--- src/sv/idad_pkg.sv ---
// Package: types, constants and helpers for the ISO date add-days block
`default_nettype none
package idad_pkg;

  typedef struct packed {
    logic [63:0] text_head;
    logic [15:0] text_tail;
    logic [3:0]  text_length;
    logic [31:0] day_count;
  } idad_in_t;

  typedef struct packed {
    logic [1:0]  status;
    logic [63:0] out_head;
    logic [15:0] out_tail;
  } idad_out_t;

  localparam logic [1:0] StatusOk       = 2'd0;
  localparam logic [1:0] StatusInvalid  = 2'd1;
  localparam logic [1:0] StatusOverflow = 2'd2;

  localparam logic [7:0] CharDash = 8'h2D;
  localparam logic [7:0] CharZero = 8'h30;

  // ordinal of 9999-12-31
  localparam logic [21:0] LastOrd = 22'd3652058;

  // leap year test from the year split as century and year within century
  function automatic logic is_leap(input logic [6:0] cen, input logic [6:0] yic);
    logic r;
    if (yic == 7'd0) r = (cen[1:0] == 2'b00);
    else r = (yic[1:0] == 2'b00);
    return r;
  endfunction

  // floor(x / 100) by reciprocal multiplication, exact for every 14-bit x
  function automatic logic [13:0] div100(input logic [13:0] x);
    logic [27:0] prod;
    prod = 28'(x) * 28'd5243;
    return 14'(prod >> 19);
  endfunction

  // floor(x / 10) by reciprocal multiplication, exact for every 7-bit x
  function automatic logic [3:0] div10(input logic [6:0] x);
    logic [14:0] prod;
    prod = 15'(x) * 15'd205;
    return 4'(prod >> 11);
  endfunction

  // days in the year before the first of month m (1..12)
  function automatic logic [8:0] days_before(input logic [3:0] m, input logic leap);
    logic [8:0] r;
    case (m)
      4'd1: r = 9'd0;
      4'd2: r = 9'd31;
      4'd3: r = 9'd59;
      4'd4: r = 9'd90;
      4'd5: r = 9'd120;
      4'd6: r = 9'd151;
      4'd7: r = 9'd181;
      4'd8: r = 9'd212;
      4'd9: r = 9'd243;
      4'd10: r = 9'd273;
      4'd11: r = 9'd304;
      default: r = 9'd334;
    endcase
    if (leap && m > 4'd2) r = r + 9'd1;
    return r;
  endfunction

  // length of month m
  function automatic logic [4:0] month_len(input logic [3:0] m, input logic leap);
    logic [4:0] r;
    case (m)
      4'd2: r = leap ? 5'd29 : 5'd28;
      4'd4, 4'd6, 4'd9, 4'd11: r = 5'd30;
      default: r = 5'd31;
    endcase
    return r;
  endfunction

  // days from 0001-01-01 to January 1 of year cen*100+yic+1, via prior years p
  function automatic logic [21:0] days_to_p(input logic [6:0] cen, input logic [6:0] yic);
    logic [13:0] p;
    logic [21:0] r;
    p = 14'(cen) * 14'd100 + 14'(yic);
    r = 22'(p) * 22'd365 + 22'(p >> 2) - 22'(cen) + 22'(cen >> 2);
    return r;
  endfunction

endpackage
`default_nettype wire

--- src/sv/iso_date_add_days.sv ---
// Top level of the ISO date add-days block
//
// Usage: drive start high with a transaction on in_i (date text, length,
// day count). busy stays low, so a transaction is accepted every cycle
// that start is high. Each one yields exactly one result on res_o,
// marked by done_o for one cycle. Throughput is one transaction per
// cycle; the seven register stages are parse, ordinal, add, year
// estimate, year correction, month split and formatting. The receiver
// cannot stall, so no result is held.
// Reset clears all valid bits; transactions in flight are dropped.
// Status 1 marks a malformed source date, status 2 a result past
// 9999-12-31; the date text is zero unless the status is ok.
//
`default_nettype none
module iso_date_add_days
  import idad_pkg::*;
(
  input  logic      clk_i,
  input  logic      rst_ni,
  input  logic      start,
  output logic      busy,
  input  idad_in_t  in_i,
  output logic      done_o,
  output idad_out_t res_o
);

  assign busy = 1'b0;

  idad_core u_core (
    .clk_i   (clk_i),
    .rst_ni  (rst_ni),
    .valid_i (start && !busy),
    .item_i  (in_i),
    .valid_o (done_o),
    .res_o   (res_o)
  );

endmodule
`default_nettype wire

--- src/sv/idad_core.sv ---
// Pipeline core: parse, ordinal, add, year split, month split, format
`default_nettype none
module idad_core
  import idad_pkg::*;
(
  input  logic      clk_i,
  input  logic      rst_ni,
  input  logic      valid_i,
  input  idad_in_t  item_i,
  output logic      valid_o,
  output idad_out_t res_o
);

  // stage 1: check the text and take the digits apart
  logic [7:0]  ch [10];
  logic        form_ok;
  logic [3:0]  dg [10];
  always_comb begin
    for (int i = 0; i < 8; i++) ch[i] = item_i.text_head[63-8*i -: 8];
    ch[8] = item_i.text_tail[15:8];
    ch[9] = item_i.text_tail[7:0];
    form_ok = (item_i.text_length == 4'd10) && ch[4] == CharDash && ch[7] == CharDash;
    for (int i = 0; i < 10; i++) begin
      dg[i] = ch[i][3:0];
      if (i != 4 && i != 7 && !(ch[i] >= 8'h30 && ch[i] <= 8'h39)) form_ok = 1'b0;
    end
  end

  logic        v1_q, ok1_q;
  logic [6:0]  cen1_q, yic1_q;
  logic [6:0]  m1_q;
  logic [6:0]  d1_q;
  logic [31:0] cnt1_q;
  always_ff @(posedge clk_i or negedge rst_ni) begin
    if (!rst_ni) v1_q <= 1'b0;
    else v1_q <= valid_i;
  end
  always_ff @(posedge clk_i) begin
    ok1_q  <= form_ok;
    cen1_q <= 7'(dg[0]) * 7'd10 + 7'(dg[1]);
    yic1_q <= 7'(dg[2]) * 7'd10 + 7'(dg[3]);
    m1_q   <= 7'(dg[5]) * 7'd10 + 7'(dg[6]);
    d1_q   <= 7'(dg[8]) * 7'd10 + 7'(dg[9]);
    cnt1_q <= item_i.day_count;
  end

  // stage 2: range checks and ordinal of the source date
  logic        leap1, ok2_d;
  logic [6:0]  pc, py;
  logic [21:0] ord2_d;
  always_comb begin
    leap1 = is_leap(cen1_q, yic1_q);
    ok2_d = ok1_q && !(cen1_q == 7'd0 && yic1_q == 7'd0) && m1_q != 7'd0 &&
            m1_q <= 7'd12 && d1_q != 7'd0 && d1_q <= 7'(month_len(m1_q[3:0], leap1));
    // previous year as century and year within century
    if (yic1_q == 7'd0) begin
      pc = cen1_q - 7'd1; py = 7'd99;
    end else begin
      pc = cen1_q; py = yic1_q - 7'd1;
    end
    ord2_d = days_to_p(pc, py) + 22'(days_before(m1_q[3:0], leap1)) + 22'(d1_q) - 22'd1;
  end

  logic        v2_q, ok2_q;
  logic [21:0] ord2_q;
  logic [31:0] cnt2_q;
  always_ff @(posedge clk_i or negedge rst_ni) begin
    if (!rst_ni) v2_q <= 1'b0;
    else v2_q <= v1_q;
  end
  always_ff @(posedge clk_i) begin
    ok2_q <= ok2_d; ord2_q <= ord2_d; cnt2_q <= cnt1_q;
  end

  // stage 3: add the count and flag overflow
  logic [32:0] sum3;
  assign sum3 = 33'(ord2_q) + 33'(cnt2_q);
  logic        v3_q;
  logic [1:0]  st3_q;
  logic [21:0] tgt3_q;
  always_ff @(posedge clk_i or negedge rst_ni) begin
    if (!rst_ni) v3_q <= 1'b0;
    else v3_q <= v2_q;
  end
  always_ff @(posedge clk_i) begin
    st3_q  <= !ok2_q ? StatusInvalid :
              (sum3 > 33'(LastOrd)) ? StatusOverflow : StatusOk;
    tgt3_q <= sum3[21:0];
  end

  // stage 4: estimate the prior-year count p = target*400/146097
  logic [43:0] est4;
  assign est4 = (44'(tgt3_q) * 44'd2939805) >> 30;  // close underestimate
  logic        v4_q;
  logic [1:0]  st4_q;
  logic [21:0] tgt4_q;
  logic [13:0] p4_q;
  always_ff @(posedge clk_i or negedge rst_ni) begin
    if (!rst_ni) v4_q <= 1'b0;
    else v4_q <= v3_q;
  end
  always_ff @(posedge clk_i) begin
    st4_q <= st3_q; tgt4_q <= tgt3_q; p4_q <= 14'(est4);
  end

  // stage 5: correct the estimate by looking at p-1, p, p+1 and p+2 side by side
  function automatic logic [21:0] dt(input logic [13:0] p);
    logic [13:0] c;
    c = div100(p);
    return 22'(p) * 22'd365 + 22'(p >> 2) - 22'(c) + 22'(c >> 2);
  endfunction
  logic [13:0] pm5, pe5, pp5, pq5, p5;
  logic [21:0] dm5, de5, dp5, dq5, base5;
  always_comb begin
    pe5 = (p4_q > 14'd9998) ? 14'd9998 : p4_q;
    pm5 = (pe5 != 14'd0) ? pe5 - 14'd1 : pe5;
    pp5 = (pe5 < 14'd9998) ? pe5 + 14'd1 : pe5;
    pq5 = (pp5 < 14'd9998) ? pp5 + 14'd1 : pp5;
    dm5 = dt(pm5);
    de5 = dt(pe5);
    dp5 = dt(pp5);
    dq5 = dt(pq5);
    // keep the largest candidate whose year start is not past the target
    p5 = pm5; base5 = dm5;
    if (de5 <= tgt4_q) begin
      p5 = pe5; base5 = de5;
    end
    if (dp5 <= tgt4_q) begin
      p5 = pp5; base5 = dp5;
    end
    if (dq5 <= tgt4_q) begin
      p5 = pq5; base5 = dq5;
    end
  end
  logic        v5_q;
  logic [1:0]  st5_q;
  logic [13:0] y5_q;
  logic [8:0]  doy5_q;
  always_ff @(posedge clk_i or negedge rst_ni) begin
    if (!rst_ni) v5_q <= 1'b0;
    else v5_q <= v4_q;
  end
  always_ff @(posedge clk_i) begin
    st5_q <= st4_q; y5_q <= p5 + 14'd1; doy5_q <= 9'(tgt4_q - base5);
  end

  // stage 6: month and day from the day of year, year digits
  logic [6:0] c6, yi6;
  logic       leap6;
  logic [3:0] m6;
  logic [4:0] d6;
  always_comb begin
    c6 = 7'(div100(y5_q));
    yi6 = 7'(y5_q - 14'(c6) * 14'd100);
    leap6 = is_leap(c6, yi6);
    m6 = 4'd1;
    for (int k = 2; k <= 12; k++)
      if (doy5_q >= days_before(4'(k), leap6)) m6 = 4'(k);
    d6 = 5'(doy5_q - days_before(m6, leap6) + 9'd1);
  end
  logic       v6_q;
  logic [1:0] st6_q;
  logic [6:0] c6_q, yi6_q;
  logic [3:0] m6_q;
  logic [4:0] d6_q;
  always_ff @(posedge clk_i or negedge rst_ni) begin
    if (!rst_ni) v6_q <= 1'b0;
    else v6_q <= v5_q;
  end
  always_ff @(posedge clk_i) begin
    st6_q <= st5_q; c6_q <= c6; yi6_q <= yi6; m6_q <= m6; d6_q <= d6;
  end

  // stage 7: format as ASCII
  function automatic logic [15:0] two(input logic [6:0] v);
    logic [3:0] t;
    t = div10(v);
    return {CharZero | 8'(t), CharZero | 8'(v - 7'(t) * 7'd10)};
  endfunction
  logic      v7_q;
  idad_out_t r7_q;
  always_ff @(posedge clk_i or negedge rst_ni) begin
    if (!rst_ni) v7_q <= 1'b0;
    else v7_q <= v6_q;
  end
  always_ff @(posedge clk_i) begin
    r7_q.status <= st6_q;
    if (st6_q == StatusOk) begin
      r7_q.out_head <= {two(c6_q), two(yi6_q), CharDash, two(7'(m6_q)), CharDash};
      r7_q.out_tail <= two(7'(d6_q));
    end else begin
      r7_q.out_head <= '0;
      r7_q.out_tail <= '0;
    end
  end

  assign valid_o = v7_q;
  assign res_o   = r7_q;

`ifndef SYNTHESIS
  a_lat: assert property (@(posedge clk_i) disable iff (!rst_ni)
    valid_i |-> ##7 valid_o) else $error("result lost");
  a_st: assert property (@(posedge clk_i) disable iff (!rst_ni)
    valid_o |-> res_o.status <= StatusOverflow) else $error("bad status");
  a_zero: assert property (@(posedge clk_i) disable iff (!rst_ni)
    (valid_o && res_o.status != StatusOk) |-> (res_o.out_head == '0 && res_o.out_tail == '0))
    else $error("payload not cleared");
`endif

endmodule
`default_nettype wire

--- config.mk ---
export PLATFORM = sky130hd
export DESIGN_NAME = iso_date_add_days
export DESIGN_NICKNAME = d
export VERILOG_FILES = /design/src/sv/idad_pkg.sv /design/src/sv/iso_date_add_days.sv /design/src/sv/idad_core.sv
export SDC_FILE = /design/constraint.sdc
export NUM_CORES = 2
export LEC_CHECK = 0
export BUFFER_PORTS_ARGS = -buffer_cell sky130_fd_sc_hd__buf_2
export CAP_MARGIN = 30
export CELL_PAD_IN_SITES_DETAIL_PLACEMENT = 1
export CELL_PAD_IN_SITES_GLOBAL_PLACEMENT = 1
export CORE_MARGIN = 3
export CORE_UTILIZATION = 40
export CTS_CLUSTER_DIAMETER = 150
export CTS_CLUSTER_SIZE = 28
export DETAILED_ROUTE_END_ITERATION = 7
export PLACE_DENSITY = 0.66
export SLEW_MARGIN = 20
export SYNTH_ARGS = -nofsm -noshare
export SYNTH_HDL_FRONTEND = slang
export SYNTH_SLANG_ARGS = --single-unit
--- constraint.sdc ---
create_clock -name clk_i -period 20.7 [get_ports clk_i]
set_input_delay 2.07 -clock clk_i [delete_from_list [all_inputs] [get_ports clk_i]]
set_output_delay 2.07 -clock clk_i [all_outputs]
set_load 0.1 [all_outputs]
==> qor.csv <==
metric,value,unit
multi-input logic area,46810,sq um
Most used DFF post-synth,dfxtp_1,
"EDFF count, synth",0,
Rel. slew slack,36.84,%
"Cell Area, Synth",58640,sq um
placed inst area,61950,sq um
unrepaired setup endpoints after global routing,false,
root buffer cell,clkbuf_16,
share of layout cells above drive strength 1,5.786,%
Area Growth Syn to Fin,6.553,%
final instance area,62480,sq um
worst-path maximum fanout,12,
Final Max Slew Viols,0,
Synth Area in Simple Gates,6.627,%
post-synth cell types,100,
Final Hold Viols,0,
die width,388.9,um
number of nets in the layout,8557,
Post-CTS Hold Fix Bufs,0,
"FFs w/ async S/R, synth",2.491,%
gr usage total,21.59,%
HPWL Detailed,145.9,mm
TritonCTS Buffers,15,
"Avg Cell Area, Syn",9.803,sq um
CP arrival,19770,ps
XOR/XNOR Fraction of Synth Area,5.326,%
max_cap viols,0,
"Setup violations, final",0,
Reg area,5660,sq um
Antenna Violating Nets Remaining,0,
WL final,160.3,mm
CTS max path bufs,3,
initial antenna violation count,4,
drt pass-1 iters,5,
die area,151200,sq um
DRC,0,
clk_skew,25.19,ps
setup TNS,0,ps
Adder-Cell Fraction of Synth Area,59.48,%
initial DRC count,1494,
largest net degree at the start of global routing,29,
global-route wire length before repair,258.4,mm
Achievable Freq,51.76,MHz
min Tclk post-route,19320,ps
Mapped Cells,5982,
TritonCTS clock tree,built,
GPL Wtd Cong,0.9437,
sequential fraction of the synthesis area,9.653,%
CP startpoint kind,flip-flop,
Layout fillers,16510,
H-tree depth,1,
clock sinks,281,
largest family of logic cells by synthesized area,adder cells,
PortBufs,180,
number of global-route vias before repair,46420,
Final Cycle Share,93.33,%
Worst path slowest cell,dfxtp_1,
Die H,388.9,um
via count,41200,
CP Class,reg -> reg,
I/O pins,203,
Hold Crit Class,reg -> reg,
Synthesis Warnings,0,
core area,144500,sq um
outcome,"complete, no violations",
"Reg clk slew, reported paths",130,ps
Critical Path RT,21160,ps
mux cell area share after synthesis,0.3457,%
total congestion overflow,0,
Initial Util,40.57,%
drt wl/cell,19.80,um
Skew-Pair Late Insertion Delay,560,ps
Slew @ Worst Pin,942.8,ps
CP most frequent cell,ha_1,
FP Rows,139,
vias per inst,5.092,
crit end category,flip-flop,
compound-gate portion of the synthesized area,7.805,%
Critical Path Max Stage Delay,560,ps
Synth Register Bits,281,
fin util,43.23,%
placed cells by master (no fill, tap or decap), types with 15 or more instances in the layout:
cell       Yosys  final
nand2b_1      27     27
or2_2         36     36
nand3_1       78     78
conb_1         1     22
nand2_1      173    173
nor3_1        68     68
o21a_1        36     35
a211oi_1      31     30
fa_1         888    888
clkbuf_16      0     15
a31oi_1       19     19
o211ai_1      16     16
nor2_1       176    175
inv_1       1540   1539
buf_2          4    183
o21ai_0      113    113
nor2b_1       27     27
a21oi_1      198    198
nand4_1       33     33
o21bai_1      33     33
and2_1        26     26
a21o_1        88     88
dfxtp_1      274    274
mux2i_1       18     18
buf_4         47     57
or3_1         22     22
ha_1        1367   1367
and3_1        24     24
xor2_1        83     83
xnor2_1      271    265
through the flow:
| step | setup slack (ps) | instances | hold slack (ps) |
|---|---|---|---|
| after floorplan | 1761 | 6003 | 309.6 |
| after global placement | 1183 | 8057 | 310.5 |
| after detailed placement | 742.5 | 8063 | 313.2 |
| after CTS | 621.0 | 8084 | 320.6 |
| after global routing | 45.51 | 8091 | 330.8 |
| final | 1381 | 8092 | 312.2 |
routing by layer:
metal  GRT usage [%]  part of all wire (%)  up-vias  routed length, um
met1           27.55                    43    20940              69200
met4           4.725                   2.5        0               4053
met3           1.475                   2.9      169               4671
li1                -                     -    19510                  -
met2           39.84                    51      592              82330
met5               0                     0        -                  0
final cells by class:
class / count / share of cell area (%)
Antenna cell: 2 / 0.008010
Clock buffer: 15 / 0.6007
Clock inverter: 6 / 0.1262
Inverter: 1547 / 9.310
Multi-Input combinational cell: 4096 / 74.92
Sequential cell: 281 / 9.059
Tap cell: 1903 / 3.811
Timing Repair Buffer: 242 / 2.167
critical path, delay by kind of cell (launching register included):
| kind | cells | cell delay [ps] |
|---|---|---|
| xor gates and xnor gates | 5 | 660 |
| DFF | 1 | 560 |
| and+or+nand+nor | 15 | 3050 |
| buffers and inverters | 10 | 1100 |
| AOI/OAI and AO/OA | 32 | 7730 |
| adders and majority gates | 17 | 6060 |
cells by family (layout without fill, tap and decap cells):
family,Yosys count,count (layout)
AOI/OAI and AO/OA,682,682
muxes,20,20
buffers and inverters,1626,1810
adders and majority gates,2255,2255
and+or+nand+nor,762,762
DFF,281,281
other,1,24
xor gates and xnor gates,355,355
sequential cells by signal, summed over array words and instances (netlist names), 9 cells and up, named ones only:
| name | count |
|---|---|
| u_core.res_o | 37 |
| u_core.tgt4_q | 22 |
| u_core.cnt2_q | 32 |
| u_core.cnt1_q | 32 |
| u_core.y5_q | 14 |
| u_core.doy5_q | 9 |
| u_core.tgt3_q | 22 |
| u_core.ord2_q | 22 |
| u_core.p4_q | 14 |
worst paths after layout:
| path | start | endpoint | slack, ps | depth (start not counted) |
|---|---|---|---|---|
| min in group asynchronous | rst_ni | u_core.v1_q | 1320 | 1 |
| min reg2reg | u_core.cnt1_q[13] | u_core.cnt2_q[13] | 310 | 0 |
| max in group asynchronous | rst_ni | u_core.v4_q | 19240 | 1 |
| max reg2reg | u_core.p4_q[13] | u_core.doy5_q[8] | 1380 | 79 |
| min | u_core.cnt1_q[13] | u_core.cnt2_q[13] | 310 | 0 |
| max | u_core.p4_q[13] | u_core.doy5_q[8] | 1380 | 79 |
cell usage after synthesis (all sizes together) (57+ instances only):
cell type     n  area (sq um)
xnor2       271          2374
ha         1367         17100
inv        1545          5804
nor3         70         360.3
xor2         83         727.0
a21o         88         660.6
buf          57         410.4
fa          888         17780
a21oi       199         999.7
nor2        178         678.2
nand3        78         390.4
dfxtp       274          5485
nand2       174         660.6
o21ai       116         588.1
timing repair:
item                       in CTS  in global routing
setup buffers                   0                  3
resized for setup               0                  7
setup endpoints to repair       0                 17
Power is not shown: default switching activity piles up to over one toggle a cycle in this logic, so the estimate is an artifact.
